==> src/mvw_pkg.sv <==
// Shared constants, types and compare functions for the mesh vertex welder.
// Used by the controller, the datapath and the top level; depends on nothing.
package mvw_pkg;

    localparam int MAX_CORNERS         = 4096;
    localparam int MAX_SOURCE_VERTICES = 4096;
    localparam int MAX_CHANNELS        = 4;

    localparam int IDX_W  = $clog2(MAX_CORNERS);
    localparam int CNT_W  = $clog2(MAX_CORNERS + 1);
    localparam int VTX_W  = 12;
    localparam int GRP_W  = 32;
    localparam int UV_W   = 64 * MAX_CHANNELS;
    localparam int CHN_W  = 3;
    localparam int OP_W   = 3;
    localparam int ROW_W  = UV_W + GRP_W + VTX_W;
    localparam int IN_W   = 320;
    localparam int OUT_W  = 16;

    // Operation codes.
    localparam logic [OP_W-1:0] OP_LOAD    = 3'd0;
    localparam logic [OP_W-1:0] OP_COMPUTE = 3'd1;
    localparam logic [OP_W-1:0] OP_RDSLOT  = 3'd2;
    localparam logic [OP_W-1:0] OP_RDREP   = 3'd3;
    localparam logic [OP_W-1:0] OP_CLEAR   = 3'd4;

    // Datapath command codes.
    localparam logic [3:0] C_NONE   = 4'd0;
    localparam logic [3:0] C_ACCEPT = 4'd1;
    localparam logic [3:0] C_RDDONE = 4'd2;
    localparam logic [3:0] C_CLRM   = 4'd3;
    localparam logic [3:0] C_PINIT  = 4'd4;
    localparam logic [3:0] C_JRD    = 4'd5;
    localparam logic [3:0] C_JEV    = 4'd6;
    localparam logic [3:0] C_KRD    = 4'd7;
    localparam logic [3:0] C_KEV    = 4'd8;
    localparam logic [3:0] C_SCLOSE = 4'd9;
    localparam logic [3:0] C_NEXTV  = 4'd10;
    localparam logic [3:0] C_CDONE  = 4'd11;

    typedef struct packed {
        logic [3:0] code;
    } t_cmd;

    typedef struct packed {
        logic j_end;
        logic k_end;
        logic open_slot;
        logic next_found;
        logic rd_err;
        logic out_busy;
    } t_status;

    // IEEE single equality: NaN never matches, +0 equals -0.
    function automatic logic single_equal(input logic [31:0] a, input logic [31:0] b);
        logic nan_any;
        nan_any = (a[30:0] > 31'h7F80_0000) || (b[30:0] > 31'h7F80_0000);
        return !nan_any && ((a == b) || ((a[30:0] == 31'd0) && (b[30:0] == 31'd0)));
    endfunction

    // Compare the channels in use of two UV rows.
    function automatic logic uv_match(input logic [UV_W-1:0] a, input logic [UV_W-1:0] b,
                                      input logic [CHN_W-1:0] chans);
        logic ok;
        ok = 1'b1;
        for (int t = 0; t < MAX_CHANNELS; t++) begin
            if (t < int'(chans)) begin
                ok = ok && single_equal(a[64*t +: 32], b[64*t +: 32])
                        && single_equal(a[64*t+32 +: 32], b[64*t+32 +: 32]);
            end
        end
        return ok;
    endfunction

endpackage

==> src/mvw_ctrl.sv <==
// Sequencer of the mesh vertex welder: accepts beats and steps the compute walk.
// Depends on mvw_pkg; drives the datapath through t_cmd and reads t_status.
module mvw_ctrl
    import mvw_pkg::*;
(
    input  logic            i_clk,
    input  logic            i_rst_n,
    input  logic            i_in_valid,
    input  logic [OP_W-1:0] i_op,
    input  t_status         i_status,
    output logic            o_in_ready,
    output t_cmd            o_cmd
);

    localparam logic [2:0] S_IDLE   = 3'd0;
    localparam logic [2:0] S_RDWAIT = 3'd1;
    localparam logic [2:0] S_CLR    = 3'd2;
    localparam logic [2:0] S_JRD    = 3'd3;
    localparam logic [2:0] S_JEV    = 3'd4;
    localparam logic [2:0] S_KRD    = 3'd5;
    localparam logic [2:0] S_KEV    = 3'd6;

    logic [2:0] r_state;
    logic [2:0] n_state;
    logic       accept;

    assign o_in_ready = (r_state == S_IDLE) && !i_status.out_busy;
    assign accept     = i_in_valid && o_in_ready;

    // Next state and command.
    always_comb begin
        n_state    = r_state;
        o_cmd.code = C_NONE;
        case (r_state)
            S_IDLE: begin
                if (accept) begin
                    o_cmd.code = C_ACCEPT;
                    if (i_op == OP_COMPUTE) begin
                        n_state = S_CLR;
                    end else if ((i_op == OP_RDSLOT || i_op == OP_RDREP)
                                 && !i_status.rd_err) begin
                        n_state = S_RDWAIT;
                    end
                end
            end
            S_RDWAIT: begin
                o_cmd.code = C_RDDONE;
                n_state    = S_IDLE;
            end
            S_CLR: begin
                if (i_status.j_end) begin
                    o_cmd.code = C_PINIT;
                    n_state    = S_JRD;
                end else begin
                    o_cmd.code = C_CLRM;
                end
            end
            S_JRD: begin
                if (i_status.j_end) begin
                    if (i_status.next_found) begin
                        o_cmd.code = C_NEXTV;
                    end else begin
                        o_cmd.code = C_CDONE;
                        n_state    = S_IDLE;
                    end
                end else begin
                    o_cmd.code = C_JRD;
                    n_state    = S_JEV;
                end
            end
            S_JEV: begin
                o_cmd.code = C_JEV;
                n_state    = i_status.open_slot ? S_KRD : S_JRD;
            end
            S_KRD: begin
                if (i_status.k_end) begin
                    o_cmd.code = C_SCLOSE;
                    n_state    = S_JRD;
                end else begin
                    o_cmd.code = C_KRD;
                    n_state    = S_KEV;
                end
            end
            S_KEV: begin
                o_cmd.code = C_KEV;
                n_state    = S_KRD;
            end
            default: begin
                n_state = S_IDLE;
            end
        endcase
    end

    // State register.
    always_ff @(posedge i_clk) begin
        if (!i_rst_n) begin
            r_state <= S_IDLE;
        end else begin
            r_state <= n_state;
        end
    end

endmodule

==> config.mk <==
export PLATFORM = sky130hd
export DESIGN_NAME = mvw_ctrl
export DESIGN_NICKNAME = d
export VERILOG_FILES = /design/src/mvw_pkg.sv /design/src/mvw_ctrl.sv
export SDC_FILE = /design/constraint.sdc
export NUM_CORES = 1
export LEC_CHECK = 0
export BUFFER_PORTS_ARGS = -buffer_cell sky130_fd_sc_hd__clkbuf_2
export CAP_MARGIN = 5
export CORE_AREA = 2 2 39 41
export CTS_BUF_LIST = sky130_fd_sc_hd__clkbuf_8
export CTS_CLUSTER_SIZE = 30
export DETAILED_ROUTE_END_ITERATION = 10
export DIE_AREA = 0 0 41 43
export GPL_TIMING_DRIVEN = 0
export PLACE_DENSITY = 0.54
export SLEW_MARGIN = 20
export SYNTH_ARGS = -nofsm -noshare
export SYNTH_HDL_FRONTEND = slang
export SYNTH_SLANG_ARGS = --single-unit
==> constraint.sdc <==
create_clock -name i_clk -period 1.4 [get_ports i_clk]
set_input_delay 0.07 -clock i_clk [delete_from_list [all_inputs] [get_ports i_clk]]
set_output_delay 0.07 -clock i_clk [all_outputs]
set_load 0.005 [all_outputs]
After elaboration in Yosys (flattened, before gate mapping)
Index checks and enable logic that the tools add are counted.
- register bits: 3
- input port bits: 12
- output and inout port bits: 5
- word-level logic and storage cells: 37
- equality and inequality tests: 13
- muxes and demuxes: 15
- reductions and logical operators: 8
- operators by type and width (operator ; number):
    4-bit case mux with 7 select lines ; 1
    3-bit two-way mux ; 9
    3-bit case mux with 6 select lines ; 1
    3-bit by 2-bit equality test with 1-bit output (second input constant) ; 4
    3-bit equality test (second input constant) ; 3
    4-bit two-way mux ; 2
    3-bit by 1-bit equality test with 1-bit output (second input constant) ; 2
    2-bit inequality test (second input constant) ; 2
    4-bit AND reduction ; 1
    1-bit logical AND ; 3
    3-bit zero test ; 1
    3-bit by 1-bit inequality test with 1-bit output (second input constant) ; 1
    3-bit inequality test (second input constant) ; 1
    1-bit zero test ; 2
    1-bit two-way mux ; 2
    1-bit logical OR ; 1

Longest topological paths before layout
Gate-level depths: netlist of the first run.
- depth in word-level cells: 7
- gate-level depth with buffers: 4
- mapped depth without buffers: 3

Least setup slack after synthesis of the first run
Ideal clock, no wire load.
- path type: register to register
- start: reg r_state[1]
- end: reg r_state[1]
- data arrival time: 1.037 ns
- required time: 1.284 ns
- slack: 0.247 ns
- stages on the path, launching flop included: 4
- buffers on the path: 0
- period minus slack after synthesis: 1.153 ns
- cell sequence: dfxtp_1 > or3_4 > a31o_1 > and4_1
- word-level cells in the longest chain between the ends: 5
- elaborated cells on any way between the ends: 14
- classes of those cells: eq/ne: 9; mux: 1; reduce/logical: 4
- RTL lines (element ; RTL line ; text):
    start: declaration ; mvw_ctrl.sv:23 ; logic [2:0] r_state;
    start signal: assignment ; mvw_ctrl.sv:99 ; r_state <= n_state;
    3-bit zero test ; mvw_ctrl.sv:27, mvw_ctrl.sv:34 ;
    1-bit logical AND ; mvw_ctrl.sv:27 ; assign o_in_ready = (r_state == S_IDLE) && !i_status.out_busy;
    1-bit logical AND ; mvw_ctrl.sv:28 ; assign accept = i_in_valid && o_in_ready;
    2-bit inequality test (no line) ; - ;
    4-bit AND reduction (no line) ; - ;
Parallel ways exist; a longest one is shown, timed or not.
A chain may end at the register's enable or synchronous reset.

==> impl_results.md, run 1 <==
* WL/cell at 10.6 um
* Total track usage at 12.8%
* Initial Util at between 20 and 30%
* Initial antenna violation count at 0
* Synthesis warning total at 0
* Ratio of cells with drive above 1 in the final layout at a little under two fifths
* Rows at 14
* Via total after detailed routing at roughly 450
* Worst setup SP type: flip-flop
* Max-Cap Viols at 0
* Seq/Total Area, Yosys at approximately 15%
* # DRC at 0
* Worst Clk Skew at about 2.3 ps
* Worst Hold Class: primary input to flip-flop
* Pwr Density at a little over 700 nW/um^2
* Routed Antenna Nets at 0
* Largest regs: r_state x3
* Most frequent cells in the layout: clkbuf_2, nand2_1, o21ai_0
* TNS Setup at 0 ps
* Clock-pin slew on the worst setup and hold paths at about 30 ps
* Cell area after synthesis at 389 sq um
* Post-detail-place hpwl at around 740 um
* Commonest non-fill, non-tap cell in the layout: clkbuf_2
* Drt via density at roughly 5
* Vias in the first global route at 396
* Predominant post-synthesis flop cell: dfxtp_1
* Mapped Cells at 53
* Postcts setup bufs at 0
* Global-route wire length before repair at between 1.5 and 2 mm
* Starting DRT DRC Count at 3
* Placed Area at just under 500 sq um
* Die Span Y at approximately 43 um
* Worst-Margin Slew at between 200 and 300 ps
* Maximum clock path buffer count at 2
* Critical path required time at ~1300 ps
* Die footprint at around 1800 sq um
* Fin. max-slew vios at 0
* Clock sinks at 3
* Ratio of final minimum period to clock period at between 90 and 100%
* Slew headroom at 82.0%
* Final RePlAce weighted congestion at 0.744
* # diodes at 0
* Final setup violation count at 0
* Routed wire length at 939 um
* Peak Freq at about 770 MHz
* Post-synth EDFFs at 0
* CTS Hold Bufs at 0
* Post-route cell area at 559 sq um
* Peak VDD IR at a little over 0.4 mV
* Pin count of the biggest net entering global routing at 11
* Final hold slack at between 90 and 100 ps
* Ports at 17
* H-tree depth at 1
* Status: finished, final reports clean
* Net count after synthesis at 65
* Worst Path Arrival at roughly 1200 ps
* Chip width at 41 um
* #FFs+latches synth at 3
* I/O Buffers at 16
* Leak pwr at about 0.24 nW
* CTS tree: yes
* Asr flop ratio synth at 0%
* Max reg flops at 3
* Syn avg cell area at between 7 and 8 sq um
* Crit. End Element: output port
* Clk_lat worst skew at approximately 210 ps
* TritonCTS Buffers at 3
* Max FO, Critical Path at 9
* Final min period at around 1300 ps
* Critical Setup Path Class: flip-flop to output port
* Final hold violation count at 0
* RSZ-0062 raised after global routing: no
* 1st-pass router iterations at 2
* CTS root buffer: clkbuf_8
* Top reg by flops: r_state
* Synth cell types at 26
* Gr ovfl total at 0
* Area growth, synth to finish at 43.7%
* Core ar. at 1380 sq um
* Nets at 86
-- synth_stat cells, drive strengths merged (2+ instances only) --
cell,number,area [sq um]
and3b,2,17.5
nor3b,3,22.5
nand2,6,22.5
nand2b,4,25.0
or2b,2,15.0
buf,3,17.5
and2b,2,15.0
o21ai,6,30.0
nor2,2,7.51
dfxtp,3,60.1
a21boi,6,45.0
-- area by class of cell --
type	instances	area, sq um
flip-flops and latches	3	66.3
clock inverters	1	3.75
repair buffers	16	80.1
fillers	168	825
clock buffers	3	41.3
multi-input cells	46	314
plain buffers	3	30.0
well taps	16	20.0
inverters	1	3.75
-- what timing repair did --
| item | CTS | global route |
|---|---|---|
| gates cloned | 0 | 0 |
| setup endpoints to repair | 3 | 3 |
| resized for setup | 5 | 5 |
-- power breakdown --
part	internal [mW]	switching [mW]
Combinational	0.0417	0.0313
Clock	0.186	0.0510
Sequential	0.0871	0.00348
-- logic make-up after synthesis --
kind of cell | synth area share (%)
AOI/OAI and AO/OA | 34.1
xor gates and xnor gates | 2.25
buffers and inverters | 5.47
DFF | 15.4
and+or+nand+nor | 42.8
-- path summary, 6_finish.rpt --
| check | from | to | slack [ps] | cells after the start |
|---|---|---|---|---|
| min | i_rst_n | r_state[0]$_SDFFE_PN0P_ | 90 | 2 |
| min reg2reg | r_state[2]$_SDFFE_PN0P_ | r_state[2]$_SDFFE_PN0P_ | 660 | 3 |
| max reg2reg | r_state[1]$_SDFFE_PN0P_ | r_state[1]$_SDFFE_PN0P_ | 190 | 3 |
| max | r_state[0]$_SDFFE_PN0P_ | o_cmd[0] | 100 | 4 |
-- critical path: stages (launching register included) --
cell and delay, ps:
dfxtp_4 380, or2b_1 220, a21boi_0 170, o31a_1 150, clkbuf_2 110
-- stage by stage --
step / setup slack [ps] / util, % / power, mW / instances
final: 96.1 / 40.4 / 0.401 / 89
after global routing: 4.17 / 40.4 / 0.427 / 89
after CTS: 25.6 / 39.6 / 0.411 / 89
after detailed placement: 151 / 35.4 / 0.164 / 85
after global placement: 151 / 35.4 / 0.163 / 85
after floorplan: 247 / - / 0.130 / 53
-- metal layers --
metal,vias to the layer above,GRT usage [%],wire length (um)
met4,0,8.00,0
met5,-,0,0
met3,0,1.57,32
met2,8,17.5,430
met1,200,18.1,476
li1,237,-,-
No activity file was read; power rests on OpenSTA's default activity.
==> run 2, diff against run 1 <==
--- a/config.mk
+++ b/config.mk
@@ -5,6 +5,7 @@
 export SDC_FILE = /design/constraint.sdc
 export NUM_CORES = 1
 export LEC_CHECK = 0
+export ABC_AREA = 1
 export BUFFER_PORTS_ARGS = -buffer_cell sky130_fd_sc_hd__clkbuf_2
 export CAP_MARGIN = 5
 export CORE_AREA = 2 2 39 41
@@ -13,7 +14,7 @@
 export DETAILED_ROUTE_END_ITERATION = 10
 export DIE_AREA = 0 0 41 43
 export GPL_TIMING_DRIVEN = 0
-export PLACE_DENSITY = 0.54
+export PLACE_DENSITY = 0.51
 export SLEW_MARGIN = 20
 export SYNTH_ARGS = -nofsm -noshare
 export SYNTH_HDL_FRONTEND = slang
==> impl_results.md, run 2 <==
* Status: finished, final reports clean
* Leak pwr at 0.291 nW (+22%)
* Syn avg cell area at 5.60 sq um (-24%)
* Reg2reg start: r_state[2]$_SDFFE_PN0P_
* Power after layout at 0.424 mW (+5.8%)
* Worst Clk Skew at 0.421 ps (-1.91 ps)
* R2R setup slack at 160 ps (-30 ps)
* Ratio of cells with drive above 1 in the final layout at 38.6% (+0.20 points)
* Gr ovfl total at 0 (unchanged)
* TritonCTS Buffers at 3 (unchanged)
* Total track usage at 13.3% (+0.56 points)
* Net count after synthesis at 75 (+15%)
* Global-route wire length before repair at 1.64 mm (+4.9%)
* Die footprint at 1760 sq um (unchanged)
* Postcts setup bufs at 0 (unchanged)
* Worst Hold Class: primary input to flip-flop
* Max FO, Critical Path at 5 (-4)
* Rows at 14 (unchanged)
* Drt via density at 4.82 (-3.6%)
* Critical path required time at 1330 ps (about the same)
* 1st-pass router iterations at 4 (+2)
* Pin count of the biggest net entering global routing at 8 (-3)
* Worst path slowest cell: dfxtp_4
* Vias in the first global route at 438 (+11%)
* Max reg flops at 3 (unchanged)
* Cell Chain, Critical Path: inv_2, nand3_1, inv_1, a21oi_2, o211ai_1, buf_2
* Reg2Reg Depth at 8 (+5)
* Post-synth top area share at 17.0% (+1.6 points)
* WL/cell at 9.71 um (-8.0%)
* RSZ-0062 raised after global routing: yes
* Final hold violation count at 0 (unchanged)
* Final RePlAce weighted congestion at 0.812 (+9.1%)
* Reg2reg end: r_state[1]$_SDFFE_PN0P_
* Slew headroom at 83.1% (+1.0 points)
* Worst setup SP type: flip-flop
* Peak Freq at 740 MHz (-3.5%)
* M3 GR Usage at 3.66% (+2.1 points)
* Maximum clock path buffer count at 2 (unchanged)
* Synth cell types at 16 (-38%)
* Final setup violation count at 0 (unchanged)
* Final min period at 1350 ps (+47.4 ps)
* Ports at 17 (unchanged)
* Seq/Total Area, Yosys at 17.0% (+1.6 points)
* Via total after detailed routing at 477 (+7.2%)
* I/O Buffers at 16 (unchanged)
* Asr flop ratio synth at 0% (unchanged)
* Clock sinks at 3 (unchanged)
* M1 GR Usage at 16.0% (-2.1 points)
* Worst Path Arrival at 1280 ps (+50 ps)
* Most frequent cells in the layout: nand2_1, clkbuf_2, inv_1
* Placed Area at 453 sq um (-7.4%)
* Worst Hold Launch: i_rst_n
* Max-Cap Viols at 0 (unchanged)
* Dpl cells at 95 (+12%)
* Routed Antenna Nets at 0 (unchanged)
* Largest cells by area after synthesis: dfxtp_1, nand2_1, inv_1, nor2_1, nand3_1
* # DRC at 0 (unchanged)
* #FFs+latches synth at 3 (unchanged)
* Pwr Density at 811 nW/um^2 (+13%)
* Mapped Cells at 63 (+19%)
* Post-route cell area at 523 sq um (-6.5%)
* Top reg by flops: r_state
* Hold path cells at 3 (+1)
* Starting DRT DRC Count at 9 (+6)
* Synth area leader: dfxtp_1
* Layer with the highest usage: met2
* Routed wire length at 961 um (+2.3%)
* Post-detail-place hpwl at 790 um (+6.9%)
* H-tree depth at 1 (unchanged)
* Top cells by count, synth: nand2_1, inv_1, nor2_1
* CTS tree: yes
* Initial antenna violation count at 0 (unchanged)
* Clk_lat worst skew at 220 ps (about the same)
* Post-synth EDFFs at 0 (unchanged)
* Crit. End Element: output port
* # diodes at 0 (unchanged)
* Predominant post-synthesis flop cell: dfxtp_1
* Peak VDD IR at 0.428 mV (+4.7%)
* Clock-pin slew on the worst setup and hold paths at 30 ps (about the same)
* Hold Path End: r_state[0]$_SDFFE_PN0P_
* Ratio of final minimum period to clock period at 96.5% (+3.4 points)
* Nets at 96 (+12%)
* Cell area after synthesis at 353 sq um (-9.3%)
* M2 GR Usage at 20.9% (+3.4 points)
* Worst-Margin Slew at 253 ps (-14.8 ps)
* Initial Util at 25.5% (-2.6 points)
* Layout Cells excl Fill at 99 (+11%)
* Worst stage delay on the critical path at 350 ps (-30 ps)
* Top-count cell post-synth: nand2_1
* Die Span Y at 43 um (unchanged)
* Largest regs: r_state x3
* Chip width at 41 um (unchanged)
* CTS root buffer: clkbuf_8
* Area growth, synth to finish at 48.2%
* Synthesis warning total at 0 (unchanged)
* Core ar. at 1380 sq um (unchanged)
* Fillers at 168 (unchanged)
* Critical Setup Path Class: flip-flop to output port
* Fin. max-slew vios at 0 (unchanged)
[run 2: cell count changes in the layout (fill, tap and decap cells not counted), sizes merged, moves of 4 or more]
cell	change
inv	+11
nand2	+9
nand3	+9
nor2	+9
a21boi	-6
nand2b	-4
o21ai	-4
[run 2: repair_timing]
item	4_1_cts	5_1_grt
gates resized for setup	4	6
hold buffers	0	0
endpoints found under the setup margin	2	4
pin swaps	0	1
[run 2: final cells by class]
| class | count | area, sq um | share of cell area (%) |
|---|---|---|---|
| clock buffer | 3 | 41.3 | 7.89 |
| clock inverter | 1 | 3.75 | 0.718 |
| inverter | 12 | 45.0 | 8.61 |
| multi-input combinational | 48 | 267 | 51.0 |
| sequential | 3 | 66.3 | 12.7 |
| tap | 16 | 20.0 | 3.83 |
| timing repair buffer | 16 | 80.1 | 15.3 |
[run 2: where the power goes]
part           leakage [nW]  internal [mW]  switching [mW]
Clock                0.0269          0.187          0.0627
Sequential           0.0260         0.0878         0.00619
Combinational         0.238         0.0359          0.0442
Total                 0.291          0.311           0.113
[run 2: worst max path at each step]
stage / start / end / slack [ps] / cells past startpoint
after floorplan: r_state[2]$_SDFFE_PN0P_ / r_state[1]$_SDFFE_PN0P_ / 310 / 8
after global placement: r_state[0]$_SDFFE_PN0P_ / r_state[0]$_SDFFE_PN0P_ / 150 / 7
after detailed placement: r_state[2]$_SDFFE_PN0P_ / o_cmd[2] / 150 / 7
after CTS: r_state[0]$_SDFFE_PN0P_ / o_cmd[2] / 10 / 5
after global routing: r_state[2]$_SDFFE_PN0P_ / o_cmd[0] / -40 / 6
final: r_state[2]$_SDFFE_PN0P_ / o_cmd[2] / 50 / 6
[run 2: worst max-delay path: cells and delay by family, from the launching register on]
kind,cells,cell delay (ps)
AND/OR/NAND/NOR,1,120
flip-flops,1,350
buffers and inverters,3,300
AO/OA/AOI/OAI,2,280
[run 2: kinds of logic (layout without fill, tap and decap cells)]
kind of cell	after synthesis	after routing	synth area share, %
flip-flops	3	3	17.0
buffers and inverters	12	32	12.8
AND/OR/NAND/NOR	38	38	53.2
AO/OA/AOI/OAI	10	10	17.0
[run 2: per-stage QoR]
| step | worst slack (ps) | utilization (%) | TNS (ps) | hold WS [ps] |
|---|---|---|---|---|
| after global routing | -37.4 | 37.8 | -94.7 | 88.2 |
| after CTS | 9.86 | 36.7 | 0 | 65.6 |
| after floorplan | 311 | - | 0 | 182 |
| after detailed placement | 151 | 32.7 | 0 | 293 |
| after global placement | 148 | 32.7 | 0 | 294 |
| final | 48.7 | 37.8 | 0 | 63.0 |
[run 2: per-layer routing]
layer	vias to the layer above	part of all wire [%]
met5	-	0
met2	15	46
met4	0	2.5
met3	4	4.9
li1	247	-
met1	211	46
